### src/design/rbks_pkg.sv
// Shared types and constants for the record block key search unit.
// No dependencies; rbks_scan and the top level import this package.
package rbks_pkg;

  localparam int LEN_W = 32;
  localparam int VLEN_W = 31;
  localparam logic [LEN_W-1:0] MAX_REC_LEN = 32'h7FFF_FFFF;

  typedef enum logic [0:0] {
    REQ_KEY   = 1'b0,
    REQ_BLOCK = 1'b1
  } req_t;

  typedef enum logic [1:0] {
    KIND_VALUE     = 2'd0,
    KIND_FOUND     = 2'd1,
    KIND_NOTFOUND  = 2'd2,
    KIND_MALFORMED = 2'd3
  } kind_t;

  typedef enum logic [2:0] {
    PH_LEN   = 3'd0,
    PH_KLEN  = 3'd1,
    PH_KEY   = 3'd2,
    PH_VALUE = 3'd3,
    PH_SKIP  = 3'd4,
    PH_DONE  = 3'd5
  } phase_t;

  typedef struct packed {
    req_t       req_type;
    logic [7:0] data_byte;
    logic       is_last;
  } in_t;

  typedef struct packed {
    kind_t             kind;
    logic [7:0]        value_byte;
    logic [VLEN_W-1:0] value_len;
    logic              final_res;
  } out_t;

  // Results caused by one block byte: up to two, r0 delivered first.
  typedef struct packed {
    logic [1:0] cnt;
    out_t       r0;
    out_t       r1;
  } res_pair_t;

endpackage

### src/design/rbks_ram.sv
// Generic single-port-write, single-port-read RAM with registered read data.
// No dependencies.
module rbks_ram #(
  parameter int WIDTH = 8,
  parameter int DEPTH = 128
) (
  input  logic                     clk,
  input  logic                     we,
  input  logic [$clog2(DEPTH)-1:0] waddr,
  input  logic [WIDTH-1:0]         wdata,
  input  logic [$clog2(DEPTH)-1:0] raddr,
  output logic [WIDTH-1:0]         rdata
);

  logic [WIDTH-1:0] mem [DEPTH];

  always_ff @(posedge clk) begin
    if (we) begin
      mem[waddr] <= wdata;
    end
    rdata <= mem[raddr];
  end

endmodule

### src/design/rbks_scan.sv
// Key store and record parser: processes one key or block byte per step.
// Depends on rbks_pkg and rbks_ram.
module rbks_scan
  import rbks_pkg::*;
#(
  parameter int KEY_CAPACITY       = 128,
  parameter int LENGTH_FIELD_BYTES = 4
) (
  input  logic      clk,
  input  logic      rst_n,
  input  logic      step,
  input  in_t       item,
  output res_pair_t res
);

  localparam int AW  = $clog2(KEY_CAPACITY);
  localparam int KLW = $clog2(KEY_CAPACITY + 1);
  localparam int BW  = $clog2(LENGTH_FIELD_BYTES + 1);
  localparam int HDR = LENGTH_FIELD_BYTES + 1;

  // key state
  logic [KLW-1:0]    key_len_r, key_len_nxt;
  logic              key_over_r, key_over_nxt;
  logic              key_closed_r, key_closed_nxt;
  // scan state
  phase_t            phase_r, phase_nxt;
  logic [BW-1:0]     bir_r, bir_nxt;
  logic [LEN_W-1:0]  len_r, len_nxt;
  logic [VLEN_W-1:0] rem_r, rem_nxt;
  logic [VLEN_W-1:0] vlen_r, vlen_nxt;
  logic [7:0]        cand_r, cand_nxt;
  logic [AW-1:0]     kidx_r, kidx_nxt;
  logic              eq_r, eq_nxt;
  logic              done_r, done_nxt;

  logic              we;
  logic [AW-1:0]     waddr;
  logic [AW-1:0]     raddr;
  logic [7:0]        key_rdata;

  logic              emit_val;
  logic              fin_en;
  kind_t             fin_kind;
  logic [VLEN_W-1:0] fin_len;

  logic [KLW-1:0]    klen_base;
  logic [LEN_W-1:0]  len_upd;
  logic [VLEN_W-1:0] rem_dec;
  logic              ak;
  logic [VLEN_W-1:0] ak_rem;
  logic [7:0]        b;

  assign b = item.data_byte;

  // Read ahead at the index the next key byte will compare against.
  assign raddr = step ? kidx_nxt : kidx_r;

  rbks_ram #(
    .WIDTH (8),
    .DEPTH (KEY_CAPACITY)
  ) u_key_ram (
    .clk   (clk),
    .we    (we),
    .waddr (waddr),
    .wdata (b),
    .raddr (raddr),
    .rdata (key_rdata)
  );

  // Next state
  always_comb begin
    key_len_nxt    = key_len_r;
    key_over_nxt   = key_over_r;
    key_closed_nxt = key_closed_r;
    phase_nxt      = phase_r;
    bir_nxt        = bir_r;
    len_nxt        = len_r;
    rem_nxt        = rem_r;
    vlen_nxt       = vlen_r;
    cand_nxt       = cand_r;
    kidx_nxt       = kidx_r;
    eq_nxt         = eq_r;
    done_nxt       = done_r;
    we             = 1'b0;
    waddr          = '0;
    emit_val       = 1'b0;
    fin_en         = 1'b0;
    fin_kind       = KIND_FOUND;
    fin_len        = '0;
    klen_base      = key_closed_r ? '0 : key_len_r;
    len_upd        = len_r;
    rem_dec        = rem_r - VLEN_W'(1);
    ak             = 1'b0;
    ak_rem         = '0;

    for (int i = 0; i < 4; i++) begin
      if (32'(bir_r) == i) begin
        len_upd[8*i +: 8] = len_r[8*i +: 8] | b;
      end
    end
    if (32'(bir_r) >= 32'd4 && b != 8'd0) begin
      len_upd = '1;
    end

    if (step) begin
      if (item.req_type == REQ_KEY) begin
        // a key byte abandons any scan in progress
        phase_nxt = PH_LEN;
        bir_nxt   = '0;
        len_nxt   = '0;
        cand_nxt  = '0;
        eq_nxt    = 1'b1;
        done_nxt  = 1'b0;
        key_over_nxt = key_closed_r ? 1'b0 : key_over_r;
        if (32'(klen_base) < KEY_CAPACITY) begin
          we          = 1'b1;
          waddr       = AW'(klen_base);
          key_len_nxt = klen_base + KLW'(1);
        end else begin
          key_len_nxt  = klen_base;
          key_over_nxt = 1'b1;
        end
        key_closed_nxt = item.is_last;
      end else begin
        key_closed_nxt = 1'b1;
        unique case (phase_r)
          PH_LEN: begin
            len_nxt = len_upd;
            bir_nxt = bir_r + BW'(1);
            if (bir_r == BW'(LENGTH_FIELD_BYTES - 1)) begin
              if (len_upd > MAX_REC_LEN || len_upd < LEN_W'(HDR)) begin
                fin_en    = 1'b1;
                fin_kind  = KIND_MALFORMED;
                phase_nxt = PH_DONE;
                done_nxt  = 1'b1;
              end else begin
                phase_nxt = PH_KLEN;
                rem_nxt   = VLEN_W'(len_upd - LEN_W'(HDR));
              end
            end
          end
          PH_KLEN: begin
            cand_nxt = b;
            if (32'(b) > KEY_CAPACITY || VLEN_W'(b) > rem_r) begin
              fin_en    = 1'b1;
              fin_kind  = KIND_MALFORMED;
              phase_nxt = PH_DONE;
              done_nxt  = 1'b1;
            end else begin
              eq_nxt = (9'(b) == 9'(key_len_r)) && !key_over_r;
              if (b == 8'd0) begin
                ak     = 1'b1;
                ak_rem = rem_r;
              end else begin
                phase_nxt = PH_KEY;
                kidx_nxt  = '0;
              end
            end
          end
          PH_KEY: begin
            if (9'(kidx_r) >= 9'(key_len_r) || key_rdata != b) begin
              eq_nxt = 1'b0;
            end
            rem_nxt  = rem_dec;
            kidx_nxt = kidx_r + AW'(1);
            if ({1'b0, cand_r} == 9'(kidx_r) + 9'd1) begin
              ak     = 1'b1;
              ak_rem = rem_dec;
            end
          end
          PH_VALUE: begin
            emit_val = 1'b1;
            rem_nxt  = rem_dec;
            if (rem_dec == '0) begin
              fin_en    = 1'b1;
              fin_kind  = KIND_FOUND;
              fin_len   = vlen_r;
              phase_nxt = PH_DONE;
              done_nxt  = 1'b1;
            end
          end
          PH_SKIP: begin
            rem_nxt = rem_dec;
            if (rem_dec == '0) begin
              phase_nxt = PH_LEN;
              bir_nxt   = '0;
              len_nxt   = '0;
              cand_nxt  = '0;
              eq_nxt    = 1'b1;
            end
          end
          default: begin
          end
        endcase

        // candidate key fully passed
        if (ak) begin
          if (eq_nxt) begin
            if (ak_rem == '0) begin
              fin_en    = 1'b1;
              fin_kind  = KIND_FOUND;
              phase_nxt = PH_DONE;
              done_nxt  = 1'b1;
            end else begin
              phase_nxt = PH_VALUE;
              vlen_nxt  = ak_rem;
              rem_nxt   = ak_rem;
            end
          end else if (ak_rem == '0) begin
            phase_nxt = PH_LEN;
            bir_nxt   = '0;
            len_nxt   = '0;
            cand_nxt  = '0;
            eq_nxt    = 1'b1;
          end else begin
            phase_nxt = PH_SKIP;
            rem_nxt   = ak_rem;
          end
        end

        if (item.is_last) begin
          if (!done_nxt) begin
            fin_en   = 1'b1;
            fin_kind = (phase_nxt == PH_LEN && bir_nxt == '0) ? KIND_NOTFOUND
                                                              : KIND_MALFORMED;
            fin_len  = '0;
          end
          phase_nxt = PH_LEN;
          bir_nxt   = '0;
          len_nxt   = '0;
          cand_nxt  = '0;
          eq_nxt    = 1'b1;
          done_nxt  = 1'b0;
        end
      end
    end
  end

  // Outputs
  always_comb begin
    out_t vres;
    out_t fres;
    vres.kind       = KIND_VALUE;
    vres.value_byte = b;
    vres.value_len  = '0;
    vres.final_res  = 1'b0;
    fres.kind       = fin_kind;
    fres.value_byte = '0;
    fres.value_len  = fin_len;
    fres.final_res  = 1'b1;
    res.cnt = {1'b0, emit_val} + {1'b0, fin_en};
    res.r0  = emit_val ? vres : fres;
    res.r1  = fres;
  end

  always_ff @(posedge clk) begin
    if (!rst_n) begin
      key_len_r    <= '0;
      key_over_r   <= 1'b0;
      key_closed_r <= 1'b0;
      phase_r      <= PH_LEN;
      bir_r        <= '0;
      len_r        <= '0;
      rem_r        <= '0;
      vlen_r       <= '0;
      cand_r       <= '0;
      kidx_r       <= '0;
      eq_r         <= 1'b1;
      done_r       <= 1'b0;
    end else begin
      key_len_r    <= key_len_nxt;
      key_over_r   <= key_over_nxt;
      key_closed_r <= key_closed_nxt;
      phase_r      <= phase_nxt;
      bir_r        <= bir_nxt;
      len_r        <= len_nxt;
      rem_r        <= rem_nxt;
      vlen_r       <= vlen_nxt;
      cand_r       <= cand_nxt;
      kidx_r       <= kidx_nxt;
      eq_r         <= eq_nxt;
      done_r       <= done_nxt;
    end
  end

  a_key_len_bound: assert property (@(posedge clk) disable iff (!rst_n)
    32'(key_len_r) <= KEY_CAPACITY)
    else $error("stored key length beyond capacity");

  a_kidx_in_key: assert property (@(posedge clk) disable iff (!rst_n)
    phase_r == PH_KEY |-> 9'(kidx_r) < {1'b0, cand_r})
    else $error("key compare index past candidate key length");

  a_rem_nonzero: assert property (@(posedge clk) disable iff (!rst_n)
    (phase_r == PH_KEY || phase_r == PH_VALUE || phase_r == PH_SKIP) |-> rem_r != '0)
    else $error("record byte count exhausted inside record body");

  a_pair_order: assert property (@(posedge clk) disable iff (!rst_n)
    (step && res.cnt == 2'd2) |-> (res.r0.kind == KIND_VALUE && res.r1.final_res))
    else $error("two results from one byte not value then status");

endmodule

### src/design/record_block_key_search_unit.sv
// Top level of the record block key search unit: input stage, result buffer.
// Depends on rbks_pkg and rbks_scan.
//
// Usage: send the search key as a run of in_data bytes with req_type = key,
// is_last on its final byte. Then stream a block's bytes with req_type =
// block, is_last on the final one. Each record is a little-endian length,
// a key length byte, key bytes and value bytes. On the first matching
// record the unit returns its value bytes (kind value) and then a found
// status carrying the value length; otherwise not found or malformed, with
// final_res set on that status. Later bytes of the block give no output.
// An accepted byte is registered in the input stage; its results are then
// registered in the result buffer. Throughput: one byte per cycle while
// out_ready stays high; a byte that yields a value byte and a status holds off
// the next byte while the two-entry result buffer drains one result per cycle.
// When out_ready is low the buffer holds, the input stage holds its byte
// and in_ready drops once that stage is full.
// Reset (rst_n low, synchronous) clears the stored key length, the scan
// state and both buffers; key bytes stored before reset are not reused.
module record_block_key_search_unit
  import rbks_pkg::*;
#(
  parameter int KEY_CAPACITY       = 128,
  parameter int LENGTH_FIELD_BYTES = 4
) (
  input  logic clk,
  input  logic rst_n,
  input  logic in_valid,
  output logic in_ready,
  input  in_t  in_data,
  output logic out_valid,
  input  logic out_ready,
  output out_t out_data
);

  in_t        a_r;
  logic       a_vld_r, a_vld_nxt;
  logic [1:0] cnt_r, cnt_nxt;
  out_t       slot0_r, slot0_nxt;
  out_t       slot1_r, slot1_nxt;
  logic       fire;
  logic       pop;
  res_pair_t  res;

  // process the staged byte only when the buffer is empty or its single result is being taken
  assign fire      = a_vld_r && (cnt_r == 2'd0 || (cnt_r == 2'd1 && out_ready));
  assign pop       = (cnt_r != 2'd0) && out_ready;
  assign in_ready  = !a_vld_r || fire;
  assign out_valid = cnt_r != 2'd0;
  assign out_data  = slot0_r;

  rbks_scan #(
    .KEY_CAPACITY       (KEY_CAPACITY),
    .LENGTH_FIELD_BYTES (LENGTH_FIELD_BYTES)
  ) u_scan (
    .clk   (clk),
    .rst_n (rst_n),
    .step  (fire),
    .item  (a_r),
    .res   (res)
  );

  always_comb begin
    a_vld_nxt = a_vld_r;
    cnt_nxt   = cnt_r;
    slot0_nxt = slot0_r;
    slot1_nxt = slot1_r;
    if (in_valid && in_ready) begin
      a_vld_nxt = 1'b1;
    end else if (fire) begin
      a_vld_nxt = 1'b0;
    end
    if (fire) begin
      cnt_nxt   = res.cnt;
      slot0_nxt = res.r0;
      slot1_nxt = res.r1;
    end else if (pop) begin
      cnt_nxt   = cnt_r - 2'd1;
      slot0_nxt = slot1_r;
    end
  end

  always_ff @(posedge clk) begin
    if (!rst_n) begin
      a_vld_r <= 1'b0;
      cnt_r   <= 2'd0;
    end else begin
      a_vld_r <= a_vld_nxt;
      cnt_r   <= cnt_nxt;
    end
  end

  always_ff @(posedge clk) begin
    if (in_valid && in_ready) begin
      a_r <= in_data;
    end
    slot0_r <= slot0_nxt;
    slot1_r <= slot1_nxt;
  end

  a_cnt_range: assert property (@(posedge clk) disable iff (!rst_n)
    cnt_r != 2'd3)
    else $error("result buffer count out of range");

  a_no_overwrite: assert property (@(posedge clk) disable iff (!rst_n)
    (cnt_r != 2'd0 && !out_ready) |=> (cnt_r != 2'd0 && $stable(slot0_r)))
    else $error("pending transaction lost while stalled");

  a_stage_drains: assert property (@(posedge clk) disable iff (!rst_n)
    (a_vld_r && cnt_r == 2'd0) |=> (!a_vld_r || $past(in_valid)))
    else $error("staged byte not processed with empty buffer");

endmodule
### config.mk
export PLATFORM = sky130hd
export DESIGN_NAME = record_block_key_search_unit
export DESIGN_NICKNAME = d
export VERILOG_FILES = /design/src/design/rbks_pkg.sv /design/src/design/rbks_ram.sv /design/src/design/rbks_scan.sv /design/src/design/record_block_key_search_unit.sv
export SDC_FILE = /design/constraint.sdc
export NUM_CORES = 2
export LEC_CHECK = 0
export ABC_AREA = 1
export ABC_CLOCK_PERIOD_IN_PS = 8800
export BUFFER_PORTS_ARGS = -buffer_cell sky130_fd_sc_hd__buf_4
export CAP_MARGIN = 10
export CORE_ASPECT_RATIO = 1.1
export CORE_MARGIN = 1.5
export CORE_UTILIZATION = 53
export DETAILED_ROUTE_END_ITERATION = 7
export HOLD_SLACK_MARGIN = 0.05
export PLACE_DENSITY = 0.71
export SYNTH_ARGS = -nofsm -noshare
export SYNTH_HDL_FRONTEND = slang
export SYNTH_SLANG_ARGS = --single-unit
### constraint.sdc
create_clock -name clk -period 8.8 [get_ports clk]
set_input_delay 1.32 -clock clk [delete_from_list [all_inputs] [get_ports clk]]
set_output_delay 1.32 -clock clk [all_outputs]
set_load 0.005 [all_outputs]
==> results.py <==
metrics = {
    "outcome": {
        "run_status": "finished with violations",
        "violations": "DRC",
    },
    "global_routing": {
        "grt_pass1_vias": 40300,
        "antenna_found_initial": 1,
        "grt_pass1_wl_mm": 255,
        "busiest_layer": "met2",
        "met3_usage_pct": 4.56,
        "grtUsageTotal_pct": 30.8,
        "grt-ovfl-total": 0,
        "grt_start_max_net_pins": 182,
        "grtUsageMet1_pct": 43.0,
        "gr-usage-met2_pct": 47.0,
    },
    "synth": {
        "ys_warn_count": 0,
        "ys_types": 50,
        "synth_nets": 5702,
        "async_flop_share_pct": 0,
        "synthFlopType": "edfxtp_1",
        "syn_avg_cell_area_um2": 10.0,
        "synth-seq-cells": 1247,
        "syn-cell-area_mm2": 0.0566,
        "ys_seq_area_share_pct": 63.7,
        "yosys.area.top_type_share_pct": 58.9,
        "syn_inst": 5657,
        "synth.area.top_cells": "edfxtp_1 (59%), nand3_1 (12%), nand2_1 (9.0%), dfxtp_1 (4.9%), nor2_1 (2.7%)",
        "synth_top_area_cell": "edfxtp_1",
        "synth-edff-count": 1109,
    },
    "timing": {
        "fin_crit_sh_pct": 69.9,
        "finalHoldViolCount": 0,
        "setup_violations": 0,
        "setup_tns_ns": 0,
        "maxSlewViolCount": 0,
        "worst_hold_slack_ns": 0.461,
        "rsz0062_at_grt": "no",
        "fin_ws_ns": 2.65,
        "fin_skew_ns": 0.0582,
        "max_slew_margin_pct": 15.5,
        "tightest_slew_ns": 1.27,
        "timing.final.crit_period_ns": 6.15,
        "fmax_mhz": 163,
    },
    "worst_setup_path": {
        "cp.arrival_ns": 6.82,
        "required_ns": 9.47,
        "cp-start-kind": "flop",
        "r2r_cells": 18,
        "cp-end-kind": "flop",
        "crit_type": "reg2reg",
        "cp_max_fo": 110,
    },
    "cts": {
        "clock-sinks": 1247,
        "numCtsBuffers": 118,
        "post_cts_resized": 0,
        "htreeDepth": 3,
        "cts.reportedPaths.clkPinSlew_ns": 0.06,
        "cts_tree": "yes",
        "post-cts-setup-buffers": 0,
        "cts_buffer_depth": 3,
        "clock-root-buffer": "clkbuf_16",
        "clock_insertion_delay_worst_skew_ns": 0.75,
        "cts_hold_buf": 0,
    },
    "placed_design": {
        "dpl.cell_count": 6839,
        "io_buffer_count": 57,
        "pre_cts_ws_ns": 2.29,
        "dpl.hpwl_mm": 103,
        "gp_congestion": 0.990,
    },
    "layout": {
        "stdcell_count": 7060,
        "fillers": 8904,
        "final_nets": 5607,
        "drive_above_1_share_pct": 7.19,
        "syn2layout_area_growth_pct": 8.85,
        "multi_input_area_mm2": 0.0177,
        "seqCellArea_mm2": 0.0361,
    },
    "drt": {
        "drcViolationCount": 1,
        "via_per_inst": 6.15,
        "wire_per_inst_um": 24.1,
        "detail-route-antenna-nets": 0,
        "vias": 43400,
        "firstDrtPassIters": 8,
        "drt_wl_total_mm": 170,
        "initialDrtViolationCount": 5857,
    },
    "floorplan": {
        "fp-row-count": 125,
        "die_area_mm2": 0.109,
        "start_util_pct": 53.5,
        "coreArea_mm2": 0.106,
        "die_h_um": 346,
        "pin_count": 58,
        "fp.dieW_um": 315,
    },
    "hold_path": {
        "worst_hold_path.num_cells": 2,
        "hp-class": "reg2reg",
    },
    "pwr": {
        "leakage_nw": 22.3,
        "power.density_mw_per_mm2": 223,
        "ir_drop_uv": 163,
        "p_total_w": 0.0137,
    },
    "flow_run": {
        "drv_cap": 0,
    },
}
==> metrics by stage <==
step	utilization [%]	area, µm²
final	58.2	61600
after CTS	58.2	61600
after floorplan	-	56600
after detailed placement	54.6	57700
after global placement	54.6	57700
after global routing	58.2	61600
==> critical path, stage by stage (launching register included) <==
cell      delay, ns
edfxtp_1       0.69
buf_4          0.51
inv_1          0.34
nand3_1        0.17
o21ai_1        0.14
nand3_2        0.14
nand2_2        0.10
nand2_8        0.51
nand2_8        0.61
inv_8          0.68
buf_4          0.63
nand2_1        0.12
nand3_1        0.11
nand3_1        0.11
nand3_1        0.16
nand3_1        0.10
nand3_1        0.25
nand3_1        0.32
nand2_1        0.13
==> state kept, by name (all words and copies together) (netlist names), 10 cells and up, named ones only <==
| signal | count |
|---|---|
| u_scan.u_key_ram.mem | 1024 |
| out_data | 42 |
| slot1_r | 33 |
| u_scan.len_r | 32 |
| u_scan.rem_r | 31 |
| u_scan.vlen_r | 31 |
| a_r | 10 |
==> path summary, 6_finish.rpt <==
path                            slack [ns]                           endpoint                      startpoint
worst max-delay path                  2.65  u_scan.u_key_ram.rdata[2]$_DFF_P_                a_r[7]$_DFFE_PP_
worst min-delay path                  0.46     u_scan.vlen_r[14]$_SDFFE_PN0P_  u_scan.vlen_r[14]$_SDFFE_PN0P_
worst max register to register        2.65  u_scan.u_key_ram.rdata[2]$_DFF_P_                a_r[7]$_DFFE_PP_
worst min register to register        0.46     u_scan.vlen_r[14]$_SDFFE_PN0P_  u_scan.vlen_r[14]$_SDFFE_PN0P_
==> layout by cell type (no fill, tap or decap), types with 15 or more instances in the layout <==
cell type / synthesis / routed
a21oi_1: 206 / 205
buf_4: 23 / 121
clkbuf_1: 111 / 33
clkbuf_16: 0 / 119
clkinv_1: 7 / 29
clkinv_2: 0 / 20
dfxtp_1: 138 / 138
edfxtp_1: 1109 / 1109
ha_1: 31 / 31
inv_1: 259 / 257
inv_2: 33 / 33
nand2_1: 1353 / 1351
nand3_1: 1329 / 1329
nand4_1: 49 / 49
nor2_1: 404 / 400
nor2_2: 23 / 27
nor3_1: 40 / 40
o2111ai_1: 15 / 15
o211ai_1: 25 / 25
o21ai_0: 91 / 90
o21ai_1: 42 / 42
o22ai_1: 41 / 41
xor2_1: 27 / 27
==> synth_stat cells (40+ instances only) <==
cell,number
nand2_1,1353
nand3_1,1329
edfxtp_1,1109
nor2_1,404
inv_1,259
a21oi_1,206
buf_2,179
dfxtp_1,138
clkbuf_1,111
o21ai_0,91
nand4_1,49
o21ai_1,42
o22ai_1,41
nor3_1,40
==> layer usage <==
| metal | vias up | part of all wire [%] |
|---|---|---|
| met5 | - | 0 |
| met2 | 2441 | 46 |
| met4 | 0 | 5.3 |
| met1 | 20900 | 39 |
| met3 | 423 | 9.6 |
| li1 | 19600 | - |
==> where the power goes <==
part | internal [W] | switching, W | leakage (nW) | total [W]
combinational | 0.000435 | 0.00137 | 9.33 | 0.00181
sequential | 0.00674 | 0.0000975 | 11.1 | 0.00683
clock | 0.00287 | 0.00223 | 1.88 | 0.00509
total | 0.0100 | 0.00370 | 22.3 | 0.0137
==> kinds of logic after synthesis <==
kind of cell | Yosys count | synth area share [%]
fa+ha+maj | 31 | 0.686
flops | 1247 | 63.7
compound gates | 457 | 4.62
xor+xnor | 34 | 0.540
buf+inv | 642 | 5.05
simple gates | 3246 | 25.4
==> final cells by class <==
type	count	area share [%]
Antenna cell	1	0.00406
Timing Repair Buffer	128	1.70
Sequential cell	1247	58.6
Inverter	299	1.84
Tap cell	1397	2.84
Multi-Input combinational cell	3768	28.8
Clock inverter	62	1.09
Clock buffer	158	5.17
Power figures use the tool's default switching activity.
